### config.mk
export PLATFORM = sky130hd
export DESIGN_NAME = polygon_area_perimeter_flat
export DESIGN_NICKNAME = d
export VERILOG_FILES = /design/src/hdl/pap_pkg.sv /design/src/hdl/pap_if.sv /design/src/hdl/pap_mac.sv /design/src/hdl/pap_sqrt.sv /design/src/hdl/polygon_area_perimeter.sv /design/src/flat_wrapper.sv
export SDC_FILE = /design/constraint.sdc
export NUM_CORES = 2
export LEC_CHECK = 0
export BUFFER_PORTS_ARGS = -buffer_cell sky130_fd_sc_hd__buf_4
export CORE_MARGIN = 5
export CORE_UTILIZATION = 39
export DETAILED_ROUTE_END_ITERATION = 7
export PLACE_DENSITY = 0.61
export SLEW_MARGIN = 20
export SYNTH_ARGS = -nofsm -noshare
export SYNTH_HDL_FRONTEND = slang
export SYNTH_SLANG_ARGS = --single-unit
### constraint.sdc
create_clock -name clk -period 6.1 [get_ports clk]
set_clock_uncertainty 0.15 [all_clocks]
set_input_delay 1.22 -clock clk [delete_from_list [all_inputs] [get_ports clk]]
set_output_delay 1.22 -clock clk [all_outputs]
set_load 0.01 [all_outputs]
### src/hdl/pap_pkg.sv
// Package for the polygon area and perimeter block.
// Holds the fixed result widths, result types and saturation limits.
// No dependencies; compile this file first.
package pap_pkg;

  // Result widths are fixed by the output format.
  localparam int PERIM_W     = 27;
  localparam int AREA_W      = 32;
  localparam int CROSS_W     = 64;
  // Integer part kept in the perimeter sum: one bit above the result width.
  localparam int PERIM_INT_W = PERIM_W + 1;

  typedef logic [PERIM_W-1:0]        perim_t;
  typedef logic [AREA_W-1:0]         area_t;
  typedef logic signed [CROSS_W-1:0] cross_t;

  localparam perim_t PERIM_MAX     = '1;
  localparam area_t  AREA_MAX      = '1;
  localparam cross_t CROSS_POS_MAX = {1'b0, {(CROSS_W-1){1'b1}}};
  localparam cross_t CROSS_NEG_MAX = {1'b1, {(CROSS_W-1){1'b0}}};

endpackage

### src/hdl/pap_if.sv
// Channel interfaces of the polygon area and perimeter block.
// pap_in_if carries vertices, pap_out_if carries results.
// Depends on pap_pkg for the result types.
interface pap_in_if #(
  parameter int COORD_BITS = 16
);
  logic                         valid;
  logic                         ready;
  logic signed [COORD_BITS-1:0] vx;
  logic signed [COORD_BITS-1:0] vy;
  logic                         is_last;

  modport source (output valid, vx, vy, is_last, input ready);
  modport sink   (input valid, vx, vy, is_last, output ready);
endinterface

interface pap_out_if;
  logic            valid;
  logic            ready;
  pap_pkg::perim_t perimeter;
  pap_pkg::area_t  area;

  modport source (output valid, perimeter, area, input ready);
  modport sink   (input valid, perimeter, area, output ready);
endinterface

### src/hdl/pap_mac.sv
// Serial multiply-accumulate unit: sums two signed products a0*b0 and a1*b1,
// one multiplier bit of each per cycle, operands given as magnitude and sign.
// Depends on nothing but the clock and reset.
module pap_mac #(
  parameter int MAG_W = 17
) (
  input  logic                     clk,
  input  logic                     rst_n,
  input  logic                     start,
  input  logic [MAG_W-1:0]         a0,
  input  logic [MAG_W-1:0]         b0,
  input  logic                     neg0,
  input  logic [MAG_W-1:0]         a1,
  input  logic [MAG_W-1:0]         b1,
  input  logic                     neg1,
  output logic                     done,
  output logic signed [2*MAG_W:0]  prod
);

  localparam int PROD_W = 2 * MAG_W + 1;
  localparam int CNT_W  = $clog2(MAG_W + 1);
  localparam logic [CNT_W-1:0] CNT_LOAD = CNT_W'(MAG_W);

  logic [2*MAG_W-1:0]        a0_r, a1_r;
  logic [MAG_W-1:0]          b0_r, b1_r;
  logic                      neg0_r, neg1_r;
  logic signed [PROD_W-1:0]  acc_r, acc_nxt;
  logic signed [PROD_W-1:0]  part0, part1;
  logic [CNT_W-1:0]          cnt_r;
  logic                      busy_r, done_r;

  // Partial products of this cycle, negated where the product is negative.
  always_comb begin
    part0 = b0_r[0] ? $signed({1'b0, a0_r}) : '0;
    part1 = b1_r[0] ? $signed({1'b0, a1_r}) : '0;
    if (neg0_r) begin
      part0 = -part0;
    end
    if (neg1_r) begin
      part1 = -part1;
    end
    acc_nxt = acc_r + part0 + part1;
  end

  // Bit counter and completion pulse.
  always_ff @(posedge clk) begin
    if (!rst_n) begin
      busy_r <= 1'b0;
      done_r <= 1'b0;
      cnt_r  <= '0;
    end else begin
      done_r <= 1'b0;
      if (start) begin
        busy_r <= 1'b1;
        cnt_r  <= CNT_LOAD;
      end else if (busy_r) begin
        cnt_r <= cnt_r - 1'b1;
        if (cnt_r == CNT_W'(1)) begin
          busy_r <= 1'b0;
          done_r <= 1'b1;
        end
      end
    end
  end

  // Operand shift registers and accumulator.
  always_ff @(posedge clk) begin
    if (start) begin
      a0_r   <= {{MAG_W{1'b0}}, a0};
      a1_r   <= {{MAG_W{1'b0}}, a1};
      b0_r   <= b0;
      b1_r   <= b1;
      neg0_r <= neg0;
      neg1_r <= neg1;
      acc_r  <= '0;
    end else if (busy_r) begin
      a0_r  <= {a0_r[2*MAG_W-2:0], 1'b0};
      a1_r  <= {a1_r[2*MAG_W-2:0], 1'b0};
      b0_r  <= {1'b0, b0_r[MAG_W-1:1]};
      b1_r  <= {1'b0, b1_r[MAG_W-1:1]};
      acc_r <= acc_nxt;
    end
  end

  assign done = done_r;
  assign prod = acc_r;

endmodule

### src/hdl/pap_sqrt.sv
// Digit-by-digit square root: one root bit per cycle, input pairs taken from
// the top of a shift register, then FRAC_BITS zero pairs for the fraction.
// Depends on nothing but the clock and reset.
module pap_sqrt #(
  parameter int MAG_W     = 17,
  parameter int FRAC_BITS = 16
) (
  input  logic                          clk,
  input  logic                          rst_n,
  input  logic                          start,
  input  logic [2*MAG_W-1:0]            d,
  output logic                          done,
  output logic [MAG_W+FRAC_BITS-1:0]    root
);

  localparam int D_W    = 2 * MAG_W;
  localparam int ROOT_W = MAG_W + FRAC_BITS;
  localparam int REM_W  = ROOT_W + 1;
  localparam int WRK_W  = ROOT_W + 3;
  localparam int CNT_W  = $clog2(ROOT_W + 1);
  localparam logic [CNT_W-1:0] CNT_LOAD = CNT_W'(ROOT_W);

  logic [D_W-1:0]    d_r;
  logic [REM_W-1:0]  rem_r, rem_nxt;
  logic [ROOT_W-1:0] root_r, root_nxt;
  logic [WRK_W-1:0]  rem_sh, trial, diff;
  logic              take;
  logic [CNT_W-1:0]  cnt_r;
  logic              busy_r, done_r;

  // One trial subtraction per cycle.
  always_comb begin
    rem_sh   = {rem_r, d_r[D_W-1 -: 2]};
    trial    = {1'b0, root_r, 2'b01};
    diff     = rem_sh - trial;
    take     = (rem_sh >= trial);
    rem_nxt  = take ? diff[REM_W-1:0] : rem_sh[REM_W-1:0];
    root_nxt = {root_r[ROOT_W-2:0], take};
  end

  // Digit counter and completion pulse.
  always_ff @(posedge clk) begin
    if (!rst_n) begin
      busy_r <= 1'b0;
      done_r <= 1'b0;
      cnt_r  <= '0;
    end else begin
      done_r <= 1'b0;
      if (start) begin
        busy_r <= 1'b1;
        cnt_r  <= CNT_LOAD;
      end else if (busy_r) begin
        cnt_r <= cnt_r - 1'b1;
        if (cnt_r == CNT_W'(1)) begin
          busy_r <= 1'b0;
          done_r <= 1'b1;
        end
      end
    end
  end

  // Radicand shift register, remainder and partial root.
  always_ff @(posedge clk) begin
    if (start) begin
      d_r    <= d;
      rem_r  <= '0;
      root_r <= '0;
    end else if (busy_r) begin
      d_r    <= {d_r[D_W-3:0], 2'b00};
      rem_r  <= rem_nxt;
      root_r <= root_nxt;
    end
  end

  assign done = done_r;
  assign root = root_r;

endmodule

### src/hdl/polygon_area_perimeter.sv
// Top level of the polygon area and perimeter block: sequencer, accumulators
// and output register. Depends on pap_pkg, pap_if, pap_mac and pap_sqrt.
//
//   Channel   Direction  Payload                         Request taken when
//   in_if     sink       vx, vy (signed), is_last        valid && ready
//   out_if    source     perimeter (27b), area (32b)     valid && ready
//
// One vertex at a time. An edge runs through a set-up step, the multiply steps (one
// per magnitude bit) and the root digits (one per root bit), each followed by a
// hand-over step. A vertex blocks the input while the edge that it ends is worked; the
// last vertex also blocks it for the closing edge and for ST_FIN and ST_OUT. Reset is
// synchronous and clears the accumulators. A waiting result does not block the next
// vertex; a second result stalls in ST_OUT until the first is taken.
module polygon_area_perimeter #(
  parameter int COORD_BITS = 16,
  parameter int FRAC_BITS  = 16
) (
  input  logic       clk,
  input  logic       rst_n,
  pap_in_if.sink     in_if,
  pap_out_if.source  out_if
);

  localparam int MAG_W  = COORD_BITS + 1;
  localparam int PROD_W = 2 * MAG_W + 1;
  localparam int ROOT_W = MAG_W + FRAC_BITS;
  localparam int LEN_W  = FRAC_BITS + pap_pkg::PERIM_INT_W;
  localparam int CW     = pap_pkg::CROSS_W;

  typedef enum logic [2:0] {
    ST_IDLE,
    ST_SETUP,
    ST_MUL,
    ST_ROOT,
    ST_FIN,
    ST_OUT
  } state_t;

  typedef logic signed [COORD_BITS-1:0] coord_t;

  state_t          state_r, state_nxt;
  logic            have_first_r, have_first_nxt;
  coord_t          first_x_r, first_x_nxt, first_y_r, first_y_nxt;
  coord_t          prev_x_r, prev_x_nxt, prev_y_r, prev_y_nxt;
  coord_t          ax_r, ax_nxt, ay_r, ay_nxt, bx_r, bx_nxt, by_r, by_nxt;
  logic            last_r, last_nxt;
  logic            closing_r, closing_nxt;
  pap_pkg::cross_t cross_r, cross_nxt;
  logic [LEN_W-1:0] lsum_r, lsum_nxt;
  pap_pkg::perim_t per_r, per_nxt;
  logic [CW-1:0]   mag_r, mag_nxt;
  logic            out_valid_r, out_valid_nxt;
  pap_pkg::perim_t out_per_r, out_per_nxt;
  pap_pkg::area_t  out_area_r, out_area_nxt;

  logic            accept, out_free;
  logic            mac_start, mac_done, sq_done, cr_done;
  logic            sqrt_start, sqrt_done;
  logic signed [MAG_W-1:0]  dx, dy;
  logic [MAG_W-1:0]         udx, udy;
  logic [COORD_BITS-1:0]    ax_mag, ay_mag, bx_mag, by_mag;
  logic signed [PROD_W-1:0] sq_prod, cr_prod;
  logic [ROOT_W-1:0]        root;
  logic signed [CW:0]       cross_wide;
  pap_pkg::cross_t          cross_sat;
  logic [LEN_W:0]           lsum_wide;
  logic [LEN_W-1:0]         lsum_sat;
  logic [pap_pkg::PERIM_INT_W:0] per_wide;
  logic [CW-1:0]            area_wide;

  // Edge operands: coordinate differences for the length, magnitudes and
  // signs of the endpoints for the shoelace term.
  always_comb begin
    dx     = $signed({bx_r[COORD_BITS-1], bx_r}) - $signed({ax_r[COORD_BITS-1], ax_r});
    dy     = $signed({by_r[COORD_BITS-1], by_r}) - $signed({ay_r[COORD_BITS-1], ay_r});
    udx    = dx[MAG_W-1] ? MAG_W'(-dx) : MAG_W'(dx);
    udy    = dy[MAG_W-1] ? MAG_W'(-dy) : MAG_W'(dy);
    ax_mag = ax_r[COORD_BITS-1] ? COORD_BITS'(-ax_r) : COORD_BITS'(ax_r);
    ay_mag = ay_r[COORD_BITS-1] ? COORD_BITS'(-ay_r) : COORD_BITS'(ay_r);
    bx_mag = bx_r[COORD_BITS-1] ? COORD_BITS'(-bx_r) : COORD_BITS'(bx_r);
    by_mag = by_r[COORD_BITS-1] ? COORD_BITS'(-by_r) : COORD_BITS'(by_r);
  end

  assign mac_start  = (state_r == ST_SETUP);
  assign mac_done   = sq_done && cr_done;
  assign sqrt_start = (state_r == ST_MUL) && mac_done;

  // Squared edge length: dx*dx + dy*dy.
  pap_mac #(.MAG_W(MAG_W)) u_sq_mac (
    .clk   (clk),
    .rst_n (rst_n),
    .start (mac_start),
    .a0    (udx),
    .b0    (udx),
    .neg0  (1'b0),
    .a1    (udy),
    .b1    (udy),
    .neg1  (1'b0),
    .done  (sq_done),
    .prod  (sq_prod)
  );

  // Shoelace term: ax*by - bx*ay.
  pap_mac #(.MAG_W(MAG_W)) u_cr_mac (
    .clk   (clk),
    .rst_n (rst_n),
    .start (mac_start),
    .a0    ({1'b0, ax_mag}),
    .b0    ({1'b0, by_mag}),
    .neg0  (ax_r[COORD_BITS-1] ^ by_r[COORD_BITS-1]),
    .a1    ({1'b0, bx_mag}),
    .b1    ({1'b0, ay_mag}),
    .neg1  (~(bx_r[COORD_BITS-1] ^ ay_r[COORD_BITS-1])),
    .done  (cr_done),
    .prod  (cr_prod)
  );

  // Edge length with FRAC_BITS fraction bits.
  pap_sqrt #(.MAG_W(MAG_W), .FRAC_BITS(FRAC_BITS)) u_sqrt (
    .clk   (clk),
    .rst_n (rst_n),
    .start (sqrt_start),
    .d     (sq_prod[2*MAG_W-1:0]),
    .done  (sqrt_done),
    .root  (root)
  );

  // Saturating accumulation of the shoelace and length sums.
  always_comb begin
    cross_wide = $signed({cross_r[CW-1], cross_r})
               + $signed({{(CW+1-PROD_W){cr_prod[PROD_W-1]}}, cr_prod});
    if (cross_wide[CW] != cross_wide[CW-1]) begin
      cross_sat = cross_wide[CW] ? pap_pkg::CROSS_NEG_MAX : pap_pkg::CROSS_POS_MAX;
    end else begin
      cross_sat = cross_wide[CW-1:0];
    end
    lsum_wide = {1'b0, lsum_r} + {{(LEN_W+1-ROOT_W){1'b0}}, root};
    lsum_sat  = lsum_wide[LEN_W] ? {LEN_W{1'b1}} : lsum_wide[LEN_W-1:0];
  end

  // Rounding of both results.
  always_comb begin
    per_wide  = {1'b0, lsum_r[LEN_W-1:FRAC_BITS]}
              + {{pap_pkg::PERIM_INT_W{1'b0}}, lsum_r[FRAC_BITS-1]};
    area_wide = {1'b0, mag_r[CW-1:1]} + {{(CW-1){1'b0}}, mag_r[0]};
  end

  assign accept   = in_if.valid && in_if.ready;
  assign out_free = !out_valid_r || out_if.ready;

  // Sequencer.
  always_comb begin
    state_nxt      = state_r;
    have_first_nxt = have_first_r;
    first_x_nxt    = first_x_r;
    first_y_nxt    = first_y_r;
    prev_x_nxt     = prev_x_r;
    prev_y_nxt     = prev_y_r;
    ax_nxt         = ax_r;
    ay_nxt         = ay_r;
    bx_nxt         = bx_r;
    by_nxt         = by_r;
    last_nxt       = last_r;
    closing_nxt    = closing_r;
    cross_nxt      = cross_r;
    lsum_nxt       = lsum_r;
    per_nxt        = per_r;
    mag_nxt        = mag_r;
    out_valid_nxt  = out_valid_r && !out_if.ready;
    out_per_nxt    = out_per_r;
    out_area_nxt   = out_area_r;

    unique case (state_r)
      ST_IDLE: begin
        if (accept) begin
          prev_x_nxt = in_if.vx;
          prev_y_nxt = in_if.vy;
          last_nxt   = in_if.is_last;
          if (have_first_r) begin
            // Edge from the previous vertex to this one.
            ax_nxt      = prev_x_r;
            ay_nxt      = prev_y_r;
            bx_nxt      = in_if.vx;
            by_nxt      = in_if.vy;
            closing_nxt = 1'b0;
            state_nxt   = ST_SETUP;
          end else begin
            // First vertex: only a closing edge onto itself if it is also last.
            first_x_nxt    = in_if.vx;
            first_y_nxt    = in_if.vy;
            have_first_nxt = 1'b1;
            ax_nxt         = in_if.vx;
            ay_nxt         = in_if.vy;
            bx_nxt         = in_if.vx;
            by_nxt         = in_if.vy;
            closing_nxt    = 1'b1;
            if (in_if.is_last) begin
              state_nxt = ST_SETUP;
            end
          end
        end
      end
      ST_SETUP: begin
        state_nxt = ST_MUL;
      end
      ST_MUL: begin
        if (mac_done) begin
          cross_nxt = cross_sat;
          state_nxt = ST_ROOT;
        end
      end
      ST_ROOT: begin
        if (sqrt_done) begin
          lsum_nxt = lsum_sat;
          if (closing_r) begin
            state_nxt = ST_FIN;
          end else if (last_r) begin
            // Closing edge from the last vertex back to the first.
            ax_nxt      = prev_x_r;
            ay_nxt      = prev_y_r;
            bx_nxt      = first_x_r;
            by_nxt      = first_y_r;
            closing_nxt = 1'b1;
            state_nxt   = ST_SETUP;
          end else begin
            state_nxt = ST_IDLE;
          end
        end
      end
      ST_FIN: begin
        per_nxt   = (per_wide[pap_pkg::PERIM_INT_W:pap_pkg::PERIM_W] != '0)
                  ? pap_pkg::PERIM_MAX : per_wide[pap_pkg::PERIM_W-1:0];
        mag_nxt   = cross_r[CW-1] ? CW'(-cross_r) : CW'(cross_r);
        state_nxt = ST_OUT;
      end
      ST_OUT: begin
        if (out_free) begin
          out_valid_nxt  = 1'b1;
          out_per_nxt    = per_r;
          out_area_nxt   = (area_wide[CW-1:pap_pkg::AREA_W] != '0)
                         ? pap_pkg::AREA_MAX : area_wide[pap_pkg::AREA_W-1:0];
          have_first_nxt = 1'b0;
          cross_nxt      = '0;
          lsum_nxt       = '0;
          state_nxt      = ST_IDLE;
        end
      end
      default: begin
        state_nxt = ST_IDLE;
      end
    endcase
  end

  // State, accumulators and output register.
  always_ff @(posedge clk) begin
    first_x_r  <= first_x_nxt;
    first_y_r  <= first_y_nxt;
    prev_x_r   <= prev_x_nxt;
    prev_y_r   <= prev_y_nxt;
    ax_r       <= ax_nxt;
    ay_r       <= ay_nxt;
    bx_r       <= bx_nxt;
    by_r       <= by_nxt;
    last_r     <= last_nxt;
    closing_r  <= closing_nxt;
    per_r      <= per_nxt;
    mag_r      <= mag_nxt;
    out_per_r  <= out_per_nxt;
    out_area_r <= out_area_nxt;
    if (!rst_n) begin
      state_r      <= ST_IDLE;
      have_first_r <= 1'b0;
      cross_r      <= '0;
      lsum_r       <= '0;
      out_valid_r  <= 1'b0;
    end else begin
      state_r      <= state_nxt;
      have_first_r <= have_first_nxt;
      cross_r      <= cross_nxt;
      lsum_r       <= lsum_nxt;
      out_valid_r  <= out_valid_nxt;
    end
  end

  assign in_if.ready      = (state_r == ST_IDLE);
  assign out_if.valid     = out_valid_r;
  assign out_if.perimeter = out_per_r;
  assign out_if.area      = out_area_r;

endmodule

### src/flat_wrapper.sv
// flat-port wrapper written by rule: the top's interface ports become plain ports
module polygon_area_perimeter_flat 
#(
  parameter int COORD_BITS = 16,
  parameter int FRAC_BITS  = 16
)
  (clk, rst_n, in_if_valid, in_if_vx, in_if_vy, in_if_is_last, in_if_ready, out_if_valid, out_if_perimeter, out_if_area, out_if_ready);
  pap_in_if #(.COORD_BITS(COORD_BITS)) in_if_i ();
  pap_out_if out_if_i ();
  input  logic clk;
  input  logic rst_n;
  input wire logic [$bits(in_if_i.valid)-1:0] in_if_valid;
  input wire logic [$bits(in_if_i.vx)-1:0] in_if_vx;
  input wire logic [$bits(in_if_i.vy)-1:0] in_if_vy;
  input wire logic [$bits(in_if_i.is_last)-1:0] in_if_is_last;
  output wire logic [$bits(in_if_i.ready)-1:0] in_if_ready;
  output wire logic [$bits(out_if_i.valid)-1:0] out_if_valid;
  output wire logic [$bits(out_if_i.perimeter)-1:0] out_if_perimeter;
  output wire logic [$bits(out_if_i.area)-1:0] out_if_area;
  input wire logic [$bits(out_if_i.ready)-1:0] out_if_ready;
  assign in_if_i.valid = in_if_valid;
  assign in_if_i.vx = in_if_vx;
  assign in_if_i.vy = in_if_vy;
  assign in_if_i.is_last = in_if_is_last;
  assign in_if_ready = in_if_i.ready;
  assign out_if_valid = out_if_i.valid;
  assign out_if_perimeter = out_if_i.perimeter;
  assign out_if_area = out_if_i.area;
  assign out_if_i.ready = out_if_ready;
  polygon_area_perimeter #(.COORD_BITS(COORD_BITS), .FRAC_BITS(FRAC_BITS)) u_core (.clk(clk), .rst_n(rst_n), .in_if(in_if_i), .out_if(out_if_i));
endmodule
---- Yosys cells after proc, flatten, opt, wreduce, memory -nomap -nowiden ----
Cells that the tools add are included.
operators by class
  bitwise operators ....................... 8
  div/mod/pow operators ................... 0
  reductions and logical operators ........ 31
  $add $sub $neg .......................... 23
  shift-type cells ........................ 0
  eq/ne operators ......................... 16
  $lt $le $gt $ge ......................... 1
  multiply operators ...................... 0
  mux-type cells .......................... 101
operators with widths
  cell                                              count
  16-bit 2-to-1 mux                                 30
  64-bit 2-to-1 mux                                 4
  34-bit 2-to-1 mux                                 7
  17-bit 2-to-1 mux                                 10
  35-bit adder                                      4
  44-bit 2-to-1 mux                                 3
  16-bit case mux with 2 select lines               4
  64-bit case mux with 2 select lines               1
  44-bit case mux with 2 select lines               1
  35-bit 2-to-1 mux                                 2
  64-bit by 35-bit adder with 65-bit output         1
  63-bit by 1-bit adder with 64-bit output          1
  16-bit negator                                    4
  64-bit negator                                    1
  63-bit 2-to-1 mux                                 1
  44-bit by 33-bit adder with 45-bit output         1
  36-bit by 35-bit >= comparator with 1-bit output  1
  34-bit negator with 35-bit output                 1
  35-bit negator                                    1
  17-bit negator                                    2
  16-bit by 16-bit subtractor with 17-bit output    2
  34-bit subtractor                                 1
  32-bit nonzero test                               1
  28-bit by 1-bit adder with 29-bit output          1
  29 further kinds                                  95
word-level totals
  bits in writable memories ............... 0
  ROM bits ................................ 0
  bits of input ports ..................... 37
  logic and storage cells ................. 231
  memories ................................ 0
  latch bits .............................. 0
  flip-flop bits (word level) ............. 790

---- Logic depth before layout (Yosys ltp) ----
  word-level depth ........................ 5
  depth in mapped cells ................... 26
  mapped depth without buffers ............ 22

---- By module ----
From an unflattened synthesis, not the netlist that was laid out.
unflattened totals
  cells, all modules ...................... 5,755
  area, all modules ....................... 53,084.7 µm²
modules (own cells, without submodules)
  module                      area each (µm²)  instances  cells an instance  seq. area each (µm²)
  polygon_area_perimeter      25,991.2         1          2,822              10,670.2
  pap_mac at u_core.u_sq_mac  10,397.5         1          1,139              3,623.5
  pap_mac at u_core.u_cr_mac  10,331.2         1          1,106              3,623.5
  pap_sqrt                    6,364.9          1          688                2,522.4

---- Worst setup path after synthesis ----
Ideal clock, no wire load.
  kind .................................... reg2reg
  start ................................... reg u_core.u_cr_mac.b1_r[0]
  end ..................................... reg u_core.u_cr_mac.acc_r[30], in the netlist u_core.u_cr_mac.prod[30]
  cell stages (with the launch flop) ...... 25
  arrival ................................. 5.386 ns
  setup time .............................. 0.127 ns
  buffers on the path ..................... 4
  slack ................................... 0.437 ns
  path through ............................ edfxtp_1 > clkbuf_1 > clkbuf_1 > clkbuf_1 > buf_1 > nand2_1 > ha_1 > nand4_1 > and2_1 > or2_2 > or3_1 > a311o_1 > fa_1 > inv_1 > ha_1 > a21o_1 > a21oi_1 > o21bai_1 > a221o_1 > a21oi_1 > nand2_1 > a21o_1 > a21oi_1 > nor4b_1 > or3_1
between the ends
  longest elaborated chain between the ends .. 4
ends and longest elaborated chain
  item                               line           source
  start: declaration                 pap_mac.sv:25  logic [MAG_W-1:0] b0_r, b1_r;
  start signal: assignment           pap_mac.sv:80  b1_r <= {1'b0, b1_r[MAG_W-1:1]};
  34-bit 2-to-1 mux (*)              pap_mac.sv:35  part1 = b1_r[0] ? $signed({1'b0, a1_r}) : '0;
  34-bit negator with 35-bit output  pap_mac.sv:40  part1 = -part1;
  35-bit 2-to-1 mux (*)              pap_mac.sv:39  if (neg1_r) begin
  35-bit adder (*)                   pap_mac.sv:42  acc_nxt = acc_r + part0 + part1;
  end signal: assignment             pap_mac.sv:81  acc_r <= acc_nxt;
  end: declaration                   pap_mac.sv:27  logic signed [PROD_W-1:0] acc_r, acc_nxt;
Mark *: on every way between the ends. The rest lies on a longest branch, timed or not.
A chain may end at the register's enable or synchronous reset.

---- Worst setup path after layout ----
  start ................................... reg u_core.u_cr_mac.a1_r[5]
  end ..................................... reg u_core.u_cr_mac.acc_r[30], in the netlist u_core.u_cr_mac.prod[30]
between the ends
  longest elaborated chain between the ends .. 4
ends and longest elaborated chain
  item                               line           source
  start: declaration                 pap_mac.sv:24  logic [2*MAG_W-1:0] a0_r, a1_r;
  start signal: assignment           pap_mac.sv:70  a1_r <= {{MAG_W{1'b0}}, a1};
  start signal: assignment           pap_mac.sv:78  a1_r <= {a1_r[2*MAG_W-2:0], 1'b0};
  34-bit 2-to-1 mux (*)              pap_mac.sv:35
  34-bit negator with 35-bit output  pap_mac.sv:40
  35-bit 2-to-1 mux (*)              pap_mac.sv:39
  35-bit adder (*)                   pap_mac.sv:42
Marks and branches as above.

==> impl_results.md <==
- Unrepaired setup endpoints after global routing: false
- Number of clock sinks: 789
- Die Y: 369.6 um
- Yosys reg bits: 789
- RD Place Congestion: 0.9036
- Number of unique standard cell types used by synthesis: 96
- Count of placed standard cells in the final layout, fillers left out: 7,338
- PwrDens: 392.4 nW/um2
- Startpoint class of the critical path: register
- Detail-routed net length per standard cell: 16.37 um
- Final design area excluding fillers: 55,840 um2
- Final WL: 120,100 um
- TritonRoute pass-1 iters: 5
- Area of the die: 136,600 um2
- Category of the critical setup timing path: register to register
- First DRT Iteration DRCs: 2,712
- FFs w/ async S/R, synth: 0%
- Path category of the worst min-delay check: register to register
- Sequential share of the synthesized area: 40.21%
- Dominant synthesized flop cell: sky130_fd_sc_hd__edfxtp_1
- Syn Inst Count: 5,540
- Area growth from synthesis to layout: 10.73%
- Count of yosys warnings during synthesis: 0
- Count of flip-flops with a built-in enable after synthesis: 448
- Std-Cell Core Area: 129,000 um2
- Input/output buffers: 97
- Actual slew at the worst max-slew pin: 1.080 ns
- Required time of the worst setup path: 6.54 ns
- Longest Clk Path Bufs: 3
- Overall power of the completed layout: 21,910 uW
- Total Negative Setup Slacks: 0 ns
- Site Rows: 132
- Final setup violating endpoints: 0
- Fin nets: 5,879
- Max VDD drop: 0.2502 mV
- Time the final worst path needs with I/O delays and setup: 5.629 ns
- Number of H-tree levels: 3
- Post-Synthesis Net Count: 5,898
- Cell at the root of the clock tree: sky130_fd_sc_hd__clkbuf_16
- Avg Cell Area, Syn: 9.103 um2
- Number of ports placed on the die boundary: 98
- Count of placed standard cells including taps: 7,171
- Insertion delay of the later-clocked pin in the worst-skew pair: 0.69 ns
- Grt total ovfl: 0
- Most frequent cells in the layout: sky130_fd_sc_hd__nand2_1, sky130_fd_sc_hd__edfxtp_1, sky130_fd_sc_hd__nor2_1, sky130_fd_sc_hd__a21oi_1, sky130_fd_sc_hd__dfxtp_1
- Combined flip-flop and latch cell area: 20,290 um2
- Vias: 39,080
- Starting density of the core: 39.10%
- Overall fraction of global-route tracks in use: 17.27%
- Final Hold Vio Count: 0
- Total of fill cells in the finished design: 12,566
- Instance area at placement: 52,780 um2
- Number of antenna violations at the first check in global routing: 0
- CP Max Fanout: 5
- Detailed-route vias per instance: 5.326
- Total leakage power: 0.02180 uW
- Core utilization of the finished layout: 43.29%
- Buffer count from post-CTS setup fixing: 0
- Fraction of final layout cells with drive strength greater than 1: 7.327%
- Max-cap viol count: 0
- F_max: 177.7 MHz
- First-pass GRT wire length: 197,600 um
- Die X: 369.6 um
- Largest net degree at the start of global routing: 94
- CTS buffer count: 89
- Final count of pins violating max slew: 0
- Critical path arrival: 6.07 ns
- Area occupied by multi-input gates: 28,200 um2
- Commonest non-fill, non-tap cell in the layout: sky130_fd_sc_hd__nand2_1
- TritonCTS clock tree: yes
- Residual DRC count: 0
- Type of destination of the critical path: register
- Number of global-route vias before repair: 37,407
- Ratio of final minimum period to clock period: 92.28%
- Tightest slew margin relative to the limit: 27.84%
- Status: finished clean
- Half-perimeter wire length of the detailed placement result: 88,250 um
- Antenna viol nets, final: 0
- Number of diodes: 0
- Netlist area before placement: 50,430 um2
- Clock transition time at the flip-flop clock pins of the worst setup and hold paths: 0.06 ns
-- report_power, final --
part | switching (uW) | internal, uW | leakage [uW]
clock | 2280 | 3250 | 0.00147
combinational | 5320 | 3660 | 0.0135
sequential | 731 | 6670 | 0.00681
total | 8340 | 13600 | 0.0218
-- kinds of logic (layout without fill, tap and decap cells) --
| logic type | count (synthesis) | count (layout) | share of synthesized area [%] |
|---|---|---|---|
| and+or+nand+nor | 1922 | 1922 | 17.81 |
| AOI/OAI and AO/OA | 1352 | 1352 | 17.35 |
| DFF | 789 | 789 | 40.21 |
| buffers and inverters | 525 | 581 | 4.037 |
| xor gates and xnor gates | 429 | 429 | 7.451 |
| adders and majority gates | 321 | 321 | 9.051 |
| muxes | 202 | 202 | 4.089 |
-- sequential cells by signal, summed over array words and instances, names as in the netlist, 17 cells and up --
name / cells
u_core.out_if.perimeter: 27
u_core.u_cr_mac.prod: 35
u_core.u_sq_mac.a1_r: 34
u_core.u_cr_mac.a1_r: 34
u_core.u_sqrt.root: 33
u_core.mag_r: 64
u_core.u_sq_mac.a0_r: 34
u_core.u_sqrt.rem_r: 34
u_core.u_sqrt.d_r: 34
u_core.out_if.area: 32
u_core.u_cr_mac.a0_r: 34
u_core.lsum_r: 44
u_core.cross_r: 64
u_core.u_sq_mac.prod: 34
u_core.per_r: 27
u_core.u_sq_mac.b1_r: 17
u_core.u_sq_mac.b0_r: 17
-- layer usage --
layer / global-route usage, % / up-vias / part of all wire [%]
met2: 27.12 / 665 / 44
met4: 4.288 / 0 / 2.2
met5: 0 / - / 0
met1: 24.80 / 18400 / 50
li1: - / 19868 / -
met3: 2.962 / 147 / 4.4
-- path summary, 6_finish.rpt --
check / start / to / slack, ns / cells after the start
hold reg to reg: u_core.per_r[2] / u_core.out_if.perimeter[2] / 0.27 / 0
setup / recovery: u_core.u_cr_mac.a1_r[5] / u_core.u_cr_mac.prod[30] / 0.47 / 19
hold / removal: u_core.per_r[2] / u_core.out_if.perimeter[2] / 0.27 / 0
setup reg to reg: u_core.u_cr_mac.a1_r[5] / u_core.u_cr_mac.prod[30] / 0.47 / 19
-- timing repair --
action | in CTS | in global routing
endpoints found under the setup margin | 0 | 2
gates resized for setup | 0 | 1
hold buffers | 0 | 0
-- Yosys cell counts (all sizes together) (73+ instances only) --
cell type | instances | area share [%]
nor3 | 111 | 1.1
clkbuf | 187 | 1.4
nor2 | 438 | 3.3
a21oi | 344 | 3.4
dfxtp | 341 | 14
a21o | 116 | 1.7
o21ai | 339 | 3.4
inv | 266 | 2.0
mux2i | 170 | 3.4
xnor2 | 276 | 4.8
edfxtp | 448 | 27
and2 | 93 | 1.2
ha | 248 | 6.2
xor2 | 153 | 2.7
nand3 | 119 | 1.2
nand2 | 763 | 5.7
fa | 73 | 2.9
-- worst max-delay path, cell delays in order (launching register included) --
cell and delay, ns:
sky130_fd_sc_hd__edfxtp_1 0.46, sky130_fd_sc_hd__o41ai_2 0.52, sky130_fd_sc_hd__nand4_1 0.21, sky130_fd_sc_hd__and2_1 0.25
sky130_fd_sc_hd__or2_2 0.33, sky130_fd_sc_hd__or3_1 0.34, sky130_fd_sc_hd__a311o_1 0.40, sky130_fd_sc_hd__fa_1 0.49
sky130_fd_sc_hd__inv_1 0.04, sky130_fd_sc_hd__ha_1 0.24, sky130_fd_sc_hd__a21o_1 0.20, sky130_fd_sc_hd__a21oi_1 0.15
sky130_fd_sc_hd__o21bai_1 0.13, sky130_fd_sc_hd__a221o_1 0.37, sky130_fd_sc_hd__a21oi_1 0.20, sky130_fd_sc_hd__nand2_1 0.08
sky130_fd_sc_hd__a21o_1 0.22, sky130_fd_sc_hd__a21oi_1 0.28, sky130_fd_sc_hd__nor4b_1 0.09, sky130_fd_sc_hd__or3_1 0.38
-- final cells by class --
class / instances / share of cell area, %
Multi-Input combinational cell: 4226 / 50.51
Clock buffer: 107 / 4.296
Sequential cell: 789 / 36.34
Clock inverter: 59 / 1.107
Tap cell: 1742 / 3.903
Timing Repair Buffer: 147 / 2.035
Inverter: 268 / 1.811
-- per-stage QoR --
stage / setup WS (ns) / hold slack [ns]
final: 0.4711 / 0.2674
after global routing: 0.1506 / 0.2736
after CTS: 0.3122 / 0.2691
after detailed placement: 0.4362 / 0.2545
after global placement: 0.5105 / 0.2554
after floorplan: 0.4369 / 0.2503
Power figures use the tool's default switching activity.
